**src/hdl/cpam_pkg.sv**
```systemverilog
// Shared types, constants and the microprogram for the cascaded PID axis mixer.
// Used by cpam_sequencer, cpam_datapath and cascaded_pid_axis_mixer.
package cpam_pkg;

  localparam int DATA_W   = 16;  // angle, rate, pwm, gains, correction
  localparam int ISUM_W   = 24;  // error integral and its limits
  localparam int CFG_W    = 24;  // widest register
  localparam int CFG_IDX_W = 3;
  localparam int PC_W     = 4;

  localparam logic [DATA_W-1:0] PWM_MIN_DEF = 16'd1000;
  localparam logic [DATA_W-1:0] PWM_MAX_DEF = 16'd2000;

  // register indexes
  localparam logic [CFG_IDX_W-1:0] REG_OUTER_KP       = 3'd0;
  localparam logic [CFG_IDX_W-1:0] REG_OUTER_KI       = 3'd1;
  localparam logic [CFG_IDX_W-1:0] REG_OUTER_KD       = 3'd2;
  localparam logic [CFG_IDX_W-1:0] REG_INNER_KP       = 3'd3;
  localparam logic [CFG_IDX_W-1:0] REG_INNER_KD       = 3'd4;
  localparam logic [CFG_IDX_W-1:0] REG_INTEGRAL_UPPER = 3'd5;
  localparam logic [CFG_IDX_W-1:0] REG_INTEGRAL_LOWER = 3'd6;

  // microprogram addresses used as jump targets
  localparam logic [PC_W-1:0] STEP_IDLE = 4'd0;
  localparam logic [PC_W-1:0] STEP_PWM  = 4'd13;

  typedef enum logic [1:0] {
    COND_NONE,
    COND_NO_IN,
    COND_OUT_BUSY
  } cpam_cond_t;

  typedef enum logic [2:0] {
    MUL_NONE,
    MUL_OKP_ERR,
    MUL_OKI_SUM,
    MUL_OKD_DOUT,
    MUL_IKP_PIN,
    MUL_IKD_DIN
  } cpam_mul_t;

  typedef enum logic [1:0] {
    ACC_NOP,
    ACC_LOAD,
    ACC_ADD
  } cpam_acc_t;

  typedef enum logic [2:0] {
    ALU_NOP,
    ALU_PREP,
    ALU_CLAMP,
    ALU_TRUNC,
    ALU_PIN,
    ALU_CORR,
    ALU_PWM
  } cpam_alu_t;

  typedef struct packed {
    logic            in_rdy;
    cpam_cond_t      cond;
    logic [PC_W-1:0] target;
    logic            last;
    cpam_mul_t       mul_sel;
    cpam_acc_t       acc_op;
    cpam_alu_t       alu_op;
  } cpam_ctl_t;

  typedef struct packed {
    logic in_valid;
    logic out_busy;
  } cpam_sts_t;

  localparam cpam_ctl_t CTL_NOP = '{
    in_rdy:  1'b0,
    cond:    COND_NONE,
    target:  STEP_IDLE,
    last:    1'b0,
    mul_sel: MUL_NONE,
    acc_op:  ACC_NOP,
    alu_op:  ALU_NOP
  };

  // control store: one word per step
  function automatic cpam_ctl_t ucode(input logic [PC_W-1:0] pc);
    cpam_ctl_t w;
    w = CTL_NOP;
    unique case (pc)
      4'd0: begin
        w.in_rdy = 1'b1;
        w.cond   = COND_NO_IN;
        w.target = STEP_IDLE;
      end
      4'd1: w.alu_op = ALU_PREP;
      4'd2: begin
        w.alu_op  = ALU_CLAMP;
        w.mul_sel = MUL_OKP_ERR;
      end
      4'd3: begin
        w.mul_sel = MUL_OKI_SUM;
        w.acc_op  = ACC_LOAD;
      end
      4'd4: begin
        w.mul_sel = MUL_OKD_DOUT;
        w.acc_op  = ACC_ADD;
      end
      4'd5: w.acc_op = ACC_ADD;
      4'd6: w.alu_op = ALU_TRUNC;
      4'd7: w.alu_op = ALU_PIN;
      4'd8: w.mul_sel = MUL_IKP_PIN;
      4'd9: begin
        w.mul_sel = MUL_IKD_DIN;
        w.acc_op  = ACC_LOAD;
      end
      4'd10: w.acc_op = ACC_ADD;
      4'd11: w.alu_op = ALU_TRUNC;
      4'd12: w.alu_op = ALU_CORR;
      4'd13: begin
        w.alu_op = ALU_PWM;
        w.cond   = COND_OUT_BUSY;
        w.target = STEP_PWM;
        w.last   = 1'b1;
      end
      default: w = CTL_NOP;
    endcase
    return w;
  endfunction

endpackage

```
**src/hdl/cascaded_pid_axis_mixer.sv**
```systemverilog
// Top level of the cascaded PID axis mixer: sequencer plus datapath.
// Depends on cpam_pkg, cpam_sequencer and cpam_datapath.
//
// One attitude axis with two opposing motors. Each input item carries angle,
// rate, target angle and the two current PWM values; each item yields exactly
// one result: the inner-loop correction and both PWM values with the
// correction applied (A plus, B minus), clamped to [PWM_MIN, PWM_MAX]. The
// outer PID runs on angle minus target with a clamped integral and derivative
// on the angle; the inner PD runs on outer result plus rate, derivative on the
// rate. Gains are signed Q8.8, each loop sum is truncated toward zero by 256
// and saturated to 16 bits. Each item runs through a 14-step microprogram,
// from acceptance to the next acceptance, that drives one shared
// 16x25 multiplier through the five gain products. The result sits in an
// output register, so the next item is taken while it waits; only when a
// result is still unclaimed at the final step does the program hold there.
// Write gains and integral limits over the cfg port while no item is in work.
module cascaded_pid_axis_mixer #(
  parameter logic [cpam_pkg::DATA_W-1:0] PWM_MIN = cpam_pkg::PWM_MIN_DEF,
  parameter logic [cpam_pkg::DATA_W-1:0] PWM_MAX = cpam_pkg::PWM_MAX_DEF
) (
  input  logic                               clk,
  input  logic                               rst_n,
  input  logic                               cfg_we,
  input  logic [cpam_pkg::CFG_IDX_W-1:0]     cfg_index,
  input  logic [cpam_pkg::CFG_W-1:0]         cfg_wdata,
  input  logic                               in_valid,
  output logic                               in_ready,
  input  logic signed [cpam_pkg::DATA_W-1:0] in_angle,
  input  logic signed [cpam_pkg::DATA_W-1:0] in_rate,
  input  logic signed [cpam_pkg::DATA_W-1:0] in_target_angle,
  input  logic [cpam_pkg::DATA_W-1:0]        in_pwm_a,
  input  logic [cpam_pkg::DATA_W-1:0]        in_pwm_b,
  output logic                               out_valid,
  input  logic                               out_ready,
  output logic [cpam_pkg::DATA_W-1:0]        out_new_pwm_a,
  output logic [cpam_pkg::DATA_W-1:0]        out_new_pwm_b,
  output logic signed [cpam_pkg::DATA_W-1:0] out_correction
);
  import cpam_pkg::*;

  cpam_ctl_t ctl;  // control word of the current step
  cpam_sts_t sts;  // jump conditions back to the sequencer

  // ready only on the idle step of the program
  assign in_ready = ctl.in_rdy;

  cpam_sequencer u_seq (
    .clk   (clk),
    .rst_n (rst_n),
    .sts   (sts),
    .ctl   (ctl)
  );

  cpam_datapath #(
    .PWM_MIN (PWM_MIN),
    .PWM_MAX (PWM_MAX)
  ) u_dp (
    .clk             (clk),
    .rst_n           (rst_n),
    .ctl             (ctl),
    .sts             (sts),
    .cfg_we          (cfg_we),
    .cfg_index       (cfg_index),
    .cfg_wdata       (cfg_wdata),
    .in_valid        (in_valid),
    .in_angle        (in_angle),
    .in_rate         (in_rate),
    .in_target_angle (in_target_angle),
    .in_pwm_a        (in_pwm_a),
    .in_pwm_b        (in_pwm_b),
    .out_valid       (out_valid),
    .out_ready       (out_ready),
    .out_new_pwm_a   (out_new_pwm_a),
    .out_new_pwm_b   (out_new_pwm_b),
    .out_correction  (out_correction)
  );

endmodule

```
**src/hdl/cpam_sequencer.sv**
```systemverilog
// Microprogram sequencer: step counter, control store lookup, conditional jumps.
// Depends on cpam_pkg.
module cpam_sequencer (
  input  logic                clk,
  input  logic                rst_n,
  input  cpam_pkg::cpam_sts_t sts,
  output cpam_pkg::cpam_ctl_t ctl
);
  import cpam_pkg::*;

  logic [PC_W-1:0] pc_r, pc_nxt;
  logic            jump;

  assign ctl = ucode(pc_r);

  always_comb begin
    case (ctl.cond)
      COND_NO_IN:    jump = !sts.in_valid;
      COND_OUT_BUSY: jump = sts.out_busy;
      default:       jump = 1'b0;
    endcase
    if (jump) begin
      pc_nxt = ctl.target;
    end else if (ctl.last) begin
      pc_nxt = STEP_IDLE;
    end else begin
      pc_nxt = pc_r + PC_W'(1);
    end
  end

  always_ff @(posedge clk) begin
    if (!rst_n) begin
      pc_r <= STEP_IDLE;
    end else begin
      pc_r <= pc_nxt;
    end
  end

endmodule

```
**src/hdl/cpam_datapath.sv**
```systemverilog
// Datapath: config registers, loop state, shared multiplier, accumulator,
// saturation and the output register. Depends on cpam_pkg.
module cpam_datapath #(
  parameter logic [cpam_pkg::DATA_W-1:0] PWM_MIN = cpam_pkg::PWM_MIN_DEF,
  parameter logic [cpam_pkg::DATA_W-1:0] PWM_MAX = cpam_pkg::PWM_MAX_DEF
) (
  input  logic                             clk,
  input  logic                             rst_n,
  input  cpam_pkg::cpam_ctl_t              ctl,
  output cpam_pkg::cpam_sts_t              sts,
  input  logic                             cfg_we,
  input  logic [cpam_pkg::CFG_IDX_W-1:0]   cfg_index,
  input  logic [cpam_pkg::CFG_W-1:0]       cfg_wdata,
  input  logic                             in_valid,
  input  logic signed [cpam_pkg::DATA_W-1:0] in_angle,
  input  logic signed [cpam_pkg::DATA_W-1:0] in_rate,
  input  logic signed [cpam_pkg::DATA_W-1:0] in_target_angle,
  input  logic [cpam_pkg::DATA_W-1:0]      in_pwm_a,
  input  logic [cpam_pkg::DATA_W-1:0]      in_pwm_b,
  output logic                             out_valid,
  input  logic                             out_ready,
  output logic [cpam_pkg::DATA_W-1:0]      out_new_pwm_a,
  output logic [cpam_pkg::DATA_W-1:0]      out_new_pwm_b,
  output logic signed [cpam_pkg::DATA_W-1:0] out_correction
);
  import cpam_pkg::*;

  localparam int DIF_W  = DATA_W + 1;          // differences and pin
  localparam int SUM_W  = ISUM_W + 1;          // raw integral sum
  localparam int OPB_W  = SUM_W;               // multiplier operand
  localparam int PROD_W = DATA_W + OPB_W;
  localparam int ACC_W  = PROD_W + 1;
  localparam int Q_W    = ACC_W - 8;
  localparam int PWM_W  = DATA_W + 2;

  // config
  logic signed [DATA_W-1:0] okp_r, oki_r, okd_r, ikp_r, ikd_r;
  logic signed [ISUM_W-1:0] upper_r, lower_r;

  // loop state
  logic signed [ISUM_W-1:0] error_sum_r;
  logic signed [DATA_W-1:0] prev_angle_r, prev_rate_r;

  // item and working registers
  logic signed [DATA_W-1:0] ang_r, rate_r, tgt_r, corr_r;
  logic [DATA_W-1:0]        pa_r, pb_r;
  logic signed [DIF_W-1:0]  err_r, dout_r, din_r, pin_r;
  logic signed [SUM_W-1:0]  isum_r;
  logic signed [PROD_W-1:0] prod_r;
  logic signed [ACC_W-1:0]  acc_r;
  logic signed [Q_W-1:0]    q_r;

  logic                     out_valid_r;
  logic [DATA_W-1:0]        new_a_r, new_b_r;
  logic signed [DATA_W-1:0] corr_out_r;

  logic signed [DIF_W-1:0]  err_c;
  logic signed [DATA_W-1:0] gain;
  logic signed [OPB_W-1:0]  opb;
  logic signed [ACC_W-1:0]  acc_bias;
  logic signed [PWM_W-1:0]  sum_a, sum_b;
  logic                     take_in, out_busy, load_out;

  function automatic logic signed [DATA_W-1:0] sat16(input logic signed [Q_W-1:0] q);
    logic signed [Q_W-1:0] hi, lo;
    hi = Q_W'(signed'(17'sd32767));
    lo = Q_W'(signed'(-17'sd32768));
    if (q > hi) begin
      return hi[DATA_W-1:0];
    end else if (q < lo) begin
      return lo[DATA_W-1:0];
    end
    return q[DATA_W-1:0];
  endfunction

  function automatic logic [DATA_W-1:0] pwm_clamp(input logic signed [PWM_W-1:0] v);
    logic signed [PWM_W-1:0] mx, mn;
    mx = signed'({2'b00, PWM_MAX});
    mn = signed'({2'b00, PWM_MIN});
    if (v > mx) begin
      return PWM_MAX;
    end else if (v < mn) begin
      return PWM_MIN;
    end
    return v[DATA_W-1:0];
  endfunction

  assign take_in  = ctl.in_rdy && in_valid;
  assign out_busy = out_valid_r && !out_ready;
  assign load_out = (ctl.alu_op == ALU_PWM) && !out_busy;
  assign sts      = '{in_valid: in_valid, out_busy: out_busy};

  assign err_c    = DIF_W'(ang_r) - DIF_W'(tgt_r);
  assign acc_bias = acc_r[ACC_W-1] ? (acc_r + ACC_W'(255)) : acc_r;
  assign sum_a    = signed'({2'b00, pa_r}) + PWM_W'(corr_r);
  assign sum_b    = signed'({2'b00, pb_r}) - PWM_W'(corr_r);

  // shared multiplier operand select
  always_comb begin
    case (ctl.mul_sel)
      MUL_OKP_ERR: begin
        gain = okp_r;
        opb  = OPB_W'(err_r);
      end
      MUL_OKI_SUM: begin
        gain = oki_r;
        opb  = OPB_W'(error_sum_r);
      end
      MUL_OKD_DOUT: begin
        gain = okd_r;
        opb  = OPB_W'(dout_r);
      end
      MUL_IKP_PIN: begin
        gain = ikp_r;
        opb  = OPB_W'(pin_r);
      end
      MUL_IKD_DIN: begin
        gain = ikd_r;
        opb  = OPB_W'(din_r);
      end
      default: begin
        gain = '0;
        opb  = '0;
      end
    endcase
  end

  // config registers and control state
  always_ff @(posedge clk) begin
    if (!rst_n) begin
      okp_r        <= '0;
      oki_r        <= '0;
      okd_r        <= '0;
      ikp_r        <= '0;
      ikd_r        <= '0;
      upper_r      <= '0;
      lower_r      <= '0;
      error_sum_r  <= '0;
      prev_angle_r <= '0;
      prev_rate_r  <= '0;
      out_valid_r  <= 1'b0;
    end else begin
      if (cfg_we) begin
        unique case (cfg_index)
          REG_OUTER_KP:       okp_r   <= cfg_wdata[DATA_W-1:0];
          REG_OUTER_KI:       oki_r   <= cfg_wdata[DATA_W-1:0];
          REG_OUTER_KD:       okd_r   <= cfg_wdata[DATA_W-1:0];
          REG_INNER_KP:       ikp_r   <= cfg_wdata[DATA_W-1:0];
          REG_INNER_KD:       ikd_r   <= cfg_wdata[DATA_W-1:0];
          REG_INTEGRAL_UPPER: upper_r <= cfg_wdata[ISUM_W-1:0];
          REG_INTEGRAL_LOWER: lower_r <= cfg_wdata[ISUM_W-1:0];
          default: ;
        endcase
      end
      if (ctl.alu_op == ALU_PREP) begin
        prev_angle_r <= ang_r;
        prev_rate_r  <= rate_r;
      end
      if (ctl.alu_op == ALU_CLAMP) begin
        if (isum_r > SUM_W'(upper_r)) begin
          error_sum_r <= upper_r;
        end else if (isum_r < SUM_W'(lower_r)) begin
          error_sum_r <= lower_r;
        end else begin
          error_sum_r <= isum_r[ISUM_W-1:0];
        end
      end
      if (load_out) begin
        out_valid_r <= 1'b1;
      end else if (out_ready) begin
        out_valid_r <= 1'b0;
      end
    end
  end

  // payload path
  always_ff @(posedge clk) begin
    if (take_in) begin
      ang_r  <= in_angle;
      rate_r <= in_rate;
      tgt_r  <= in_target_angle;
      pa_r   <= in_pwm_a;
      pb_r   <= in_pwm_b;
    end
    prod_r <= PROD_W'(gain) * PROD_W'(opb);
    case (ctl.acc_op)
      ACC_LOAD: acc_r <= ACC_W'(prod_r);
      ACC_ADD:  acc_r <= acc_r + ACC_W'(prod_r);
      default:  ;
    endcase
    case (ctl.alu_op)
      ALU_PREP: begin
        err_r  <= err_c;
        dout_r <= DIF_W'(ang_r) - DIF_W'(prev_angle_r);
        din_r  <= DIF_W'(rate_r) - DIF_W'(prev_rate_r);
        isum_r <= SUM_W'(error_sum_r) + SUM_W'(err_c);
      end
      ALU_TRUNC: q_r <= acc_bias[ACC_W-1:8];
      ALU_PIN:   pin_r <= DIF_W'(sat16(q_r)) + DIF_W'(rate_r);
      ALU_CORR:  corr_r <= sat16(q_r);
      ALU_PWM: begin
        if (!out_busy) begin
          new_a_r    <= pwm_clamp(sum_a);
          new_b_r    <= pwm_clamp(sum_b);
          corr_out_r <= corr_r;
        end
      end
      default: ;
    endcase
  end

  assign out_valid      = out_valid_r;
  assign out_new_pwm_a  = new_a_r;
  assign out_new_pwm_b  = new_b_r;
  assign out_correction = corr_out_r;

endmodule

```
**config.mk**
```make
export PLATFORM = sky130hd
export DESIGN_NAME = cascaded_pid_axis_mixer
export DESIGN_NICKNAME = d
export VERILOG_FILES = /design/src/hdl/cpam_pkg.sv /design/src/hdl/cascaded_pid_axis_mixer.sv /design/src/hdl/cpam_sequencer.sv /design/src/hdl/cpam_datapath.sv
export SDC_FILE = /design/constraint.sdc
export NUM_CORES = 2
export LEC_CHECK = 0
export ABC_CLOCK_PERIOD_IN_PS = 18500
export BUFFER_PORTS_ARGS = -buffer_cell sky130_fd_sc_hd__buf_2
export CAP_MARGIN = 10
export CORE_MARGIN = 5
export CORE_UTILIZATION = 35
export DETAILED_ROUTE_END_ITERATION = 16
export GPL_TIMING_DRIVEN = 1
export PLACE_DENSITY = 0.57
export SYNTH_ARGS = -nofsm -noshare
export SYNTH_HDL_FRONTEND = slang
export SYNTH_HIERARCHICAL = 1
export SYNTH_SLANG_ARGS = --single-unit
export TNS_END_PERCENT = 30
```
**constraint.sdc**
```tcl
create_clock -name clk -period 18.5 [get_ports clk]
set_clock_uncertainty 0.1 [all_clocks]
set_input_delay 3.7 -clock clk [delete_from_list [all_inputs] [get_ports clk]]
set_output_delay 3.7 -clock clk [all_outputs]
set_load 0.02 [all_outputs]
```
Word level (Yosys, flattened, before mapping)
Cells that the tools add are included.
{"block": "totals", "out_inout_bits": 50, "latch_bits": 0, "register_bits": 543, "input_bits": 112, "mem_bits_rw": 0, "mem_bits_ro": 0, "memories": 0, "wordCells": 145}
{"block": "classes", "bitwise_logic": 1, "addsub": 10, "shift": 0, "n_div": 0, "magnitude_cmp": 8, "muxes": 40, "n_mul": 1, "reduce_logical": 21, "eq_ne": 34}
{"operator": "$mux 16", "count": 11}
{"operator": "$pmux 25 s5", "count": 1}
{"operator": "$pmux 42 s2", "count": 1}
{"operator": "$pmux 16 s5", "count": 1}
{"operator": "$sub 16x16->17", "count": 3}
{"operator": "$mux 24", "count": 2}
{"operator": "$add 42x41->42", "count": 1}
{"operator": "$add 42x9->42 const B", "count": 1}
{"operator": "$mul 16x25->41", "count": 1}
{"operator": "$mux 41", "count": 1}
{"operator": "$gt 18x12->1 const B", "count": 2}
{"operator": "$lt 18x11->1 const B", "count": 2}
{"operator": "$gt 34x16->1 const B", "count": 1}
{"operator": "$lt 34x16->1 const B", "count": 1}
{"operator": "$add 24x17->25", "count": 1}
{"operator": "$gt 25x24->1", "count": 1}
{"operator": "$lt 25x24->1", "count": 1}
{"operator": "$eq 3x3->1 const B", "count": 8}
{"operator": "$eq 4x4->1 const B", "count": 6}
{"operator": "$add 17x16->18", "count": 1}
{"operator": "$eq 3x2->1 const B", "count": 6}
{"operator": "$pmux 3 s6", "count": 1}
{"operator": "$sub 17x16->18", "count": 1}
{"operator": "$add 16x16->17", "count": 1}
{"operator": "22 further kinds", "count": 59}

Depth between registers and ports, before layout
{"block": "depth", "ltp_word": 8, "mapped_depth": 37, "mapped_depth_nobuf": 34}

Cells and area by module
Netlist, hierarchy kept.
{"module": "cpam_datapath", "seq_area_each_um2": 13923.4, "area_each_um2": 42410.7, "instances": 1, "cells_each": 4423}
{"module": "cpam_sequencer", "seq_area_each_um2": 80.1, "area_each_um2": 494.2, "instances": 1, "cells_each": 67}

Worst setup path before layout
Ideal clock, no wire load.
{"block": "synth_timing", "path_type": "reg-to-reg", "startpoint": "register u_seq.pc_r[1]", "endpoint": "register u_dp.prod_r[40]", "n_path_buf": 3, "required_time_ps": 18276, "path_stages_with_launch": 34, "setup_slack_ps": 9525, "setup_ps": 124, "arrival_ps": 8750, "synth_period_minus_slack_ps": 8975, "path_cell_list": "dfxtp_1 inv_1 ha_1 nor2_1 nor3b_1 clkbuf_1 clkbuf_1 mux2i_1 o21ai_0 a221oi_1 clkbuf_1 nor2_1 fa_1 inv_1 fa_1 fa_1 inv_1 fa_1 fa_1 inv_1 fa_1 inv_1 ha_1 a21oi_1 o21ai_0 nor2b_1 nor3_1 o22ai_1 o311a_1 a311oi_1 o31ai_1 a21o_1 a211oi_1 a211oi_1"}
{"element": "from (decl)", "line": "cpam_sequencer.sv:11", "rtl": "logic [PC_W-1:0] pc_r, pc_nxt;"}
{"element": "from (signal assigned)", "line": "cpam_sequencer.sv:35", "rtl": "pc_r <= pc_nxt;"}
{"element": "to (signal assigned)", "line": "cpam_datapath.sv:185", "rtl": "prod_r <= PROD_W'(gain) * PROD_W'(opb);"}
{"element": "to (decl)", "line": "cpam_datapath.sv:49", "rtl": "logic signed [PROD_W-1:0] prod_r;"}

==> metrics.txt <==
clock buffer depth 3; Syn Area/Cell between 9 and 10 um2; port bufs ~160; root buf cell clkbuf_16; Clock Latency Late Sink 0.64 ns; post_cts resized 0; fin nets roughly 5.5k; Placer Congestion 0.8695; required time of the critical path approximately 19 ns; crit path kind flop to flop; Startpoint Class flop; peak supply drop a little over 90 uV; internal power roughly 3.1 mW; Mapped Cells approximately 4.5k; number of remaining DRC errors 0; Num CTS Buffers 66; Min Clock Period, post-route between 10 and 15 ns; Crit Path Max Fanout 39; Syn-to-layout area delta 11.62%; clock power share between 20 and 25%; Flop pwr share between 30% and 40%; Multi-input gate area between 20000 and 30000 um2; # rows 128; DIE HEIGHT ~360 um; CTS tree yes; Avg WL per Cell 18.39 um; relative slew slack around 22%; CP endpoint kind flop; Iteration-0 DRC Markers approximately 2.2k; non-filler cells, final roughly 6.3k; largest net degree at the start of global routing just under 100; Final Cell Area ~48000 um2; Initial Util 35.22%; vias after detailed routing approximately 32k; DP Worst Slack about 8.2 ns; Vias/cell between 5 and 6; Clock Pin Slew Worst Setup and Hold Paths around 0.060 ns; Setup violations, final 0; Ports approximately 160; critical path's slowest cell a21oi_1; CP startpoint u_seq/pc_r[1]; Antenna Violating Nets Remaining 0; clock sinks roughly 540; crit-path max cell delay around 0.86 ns; setup_tns 0 ns; Final WS setup around 7.9 ns; Setup Buffers After CTS 0; share of cells above drive strength 1 between 8 and 9%; register area 14000 um2; max-capacitance violation count 0; Buffers & Inverters on Critical Path 8; Leak Pwr a little over 20 nW; Overall Global Routing Usage between 15 and 20%; delay-heaviest family, CP adder cells; number of global-route vias before repair approximately 32k; die area around 130000 um2; Ys Warns 6; Combinational Power Share about two fifths; fill count ~12k; cts hold-fix bufs 0; first-pass GRT wire length about 180000 um; R2R Path Start u_seq/pc_r[1]; core area between 100000 and 150000 um2; Fmax about 94 MHz; WL final roughly 120000 um; final core utilization between 30% and 40%; Pwr Density 108.1 nW/um2; Placed Area about 46000 um2; RSZ-0062 raised after global routing no; Cells after DPL between 6k and 7k; Die W about 360 um; Worst Max-Slew Pin Slew ~1.2 ns; DR pass1 iterations 5; Hold Crit Class flop to flop; Sw Share 39.61%; switching pwr 2.049 mW; fin crit share a little under three fifths; fin. max-slew vios 0; CP dominant cell by count fa_1; hold path start u_dp/okp_r[6]; grt ovf 0; Mapped Area around 43000 um2; Fin Hold WS roughly 0.36 ns; antenna violations before repair 2; outcome complete, no violations; CTS H-tree lvls 3; hpwl dp ~91000 um; Tot Pwr just over 5 mW; arrival time of the worst setup path 11.01 ns; Final Hold Vio Count 0
-- worst reg2reg max path, delay by kind of cell, from the launching register on --
kind	cells	cell delay, ns
buffers and inverters	8	1.33
AO/OA/AOI/OAI	11	3.40
adder cells (fa/ha/maj)	8	3.71
flip-flops	1	0.34
AND/OR/NAND/NOR	8	1.59
-- power groups by stage --
stage | Combinational [mW] | Sequential (mW) | Clock, mW
after floorplan | 1.46 | 1.75 | 0
after global placement | 2.01 | 1.86 | 0
after detailed placement | 2.03 | 1.85 | 0
after CTS | 2.05 | 1.83 | 1.32
after global routing | 2.28 | 1.85 | 1.38
final | 2.05 | 1.83 | 1.28
-- layer usage --
layer / wire length [um] / global-route usage, % / up-vias / share of wire, %
li1: - / - / 15251 / -
met1: 52640 / 24.43 / 15659 / 45
met2: 54010 / 29.70 / 774 / 47
met3: 6461 / 3.005 / 148 / 5.6
met4: 3011 / 4.740 / 0 / 2.6
met5: 0 / 0 / - / 0
-- cells in the final DEF (no fill, tap or decap), types with 25 or more instances in the layout --
cell type,n
dfxtp_1,230
clkbuf_16,70
edfxtp_1,313
xnor2_1,152
fa_1,387
a21boi_0,174
o21ai_0,121
mux2i_1,64
o21a_1,25
mux2_2,42
nand2b_1,51
xor2_1,43
a21o_1,74
nor2b_1,54
nor3_1,42
buf_2,160
nor2_1,391
nand3_1,57
inv_1,651
ha_1,318
a21oi_1,169
nand2_1,622
buf_4,52
-- sequential cells by signal, summed over array words and instances, names as in the netlist, 17 cells and up --
name,cells
u_dp/lower_r,24
u_dp/upper_r,24
u_dp/prod_r,41
u_dp/acc_r,42
u_dp/q_r,34
u_dp/err_r,17
u_dp/dout_r,17
u_dp/isum_r,25
u_dp/error_sum_r,24
u_dp/pin_r,17
u_dp/din_r,17
-- worst paths after layout --
check                                        to  slack, ns  cells past startpoint
worst max-delay path            u_dp/prod_r[40]       7.89                     35
worst min-delay path              u_dp/okp_r[6]       0.36                      2
worst max register to register  u_dp/prod_r[40]       7.89                     35
worst min register to register    u_dp/okp_r[6]       0.36                      2
-- cell type report --
class | instances | share of cell area [%]
Multi-Input combinational cell | 3160 | 54.35
Sequential cell | 543 | 29.26
Antenna cell | 2 | 0.01046
Clock inverter | 29 | 0.5517
Timing Repair Buffer | 212 | 2.489
Clock buffer | 90 | 3.943
Tap cell | 1625 | 4.249
Inverter | 655 | 5.143
(Power assumes the default switching activity.)
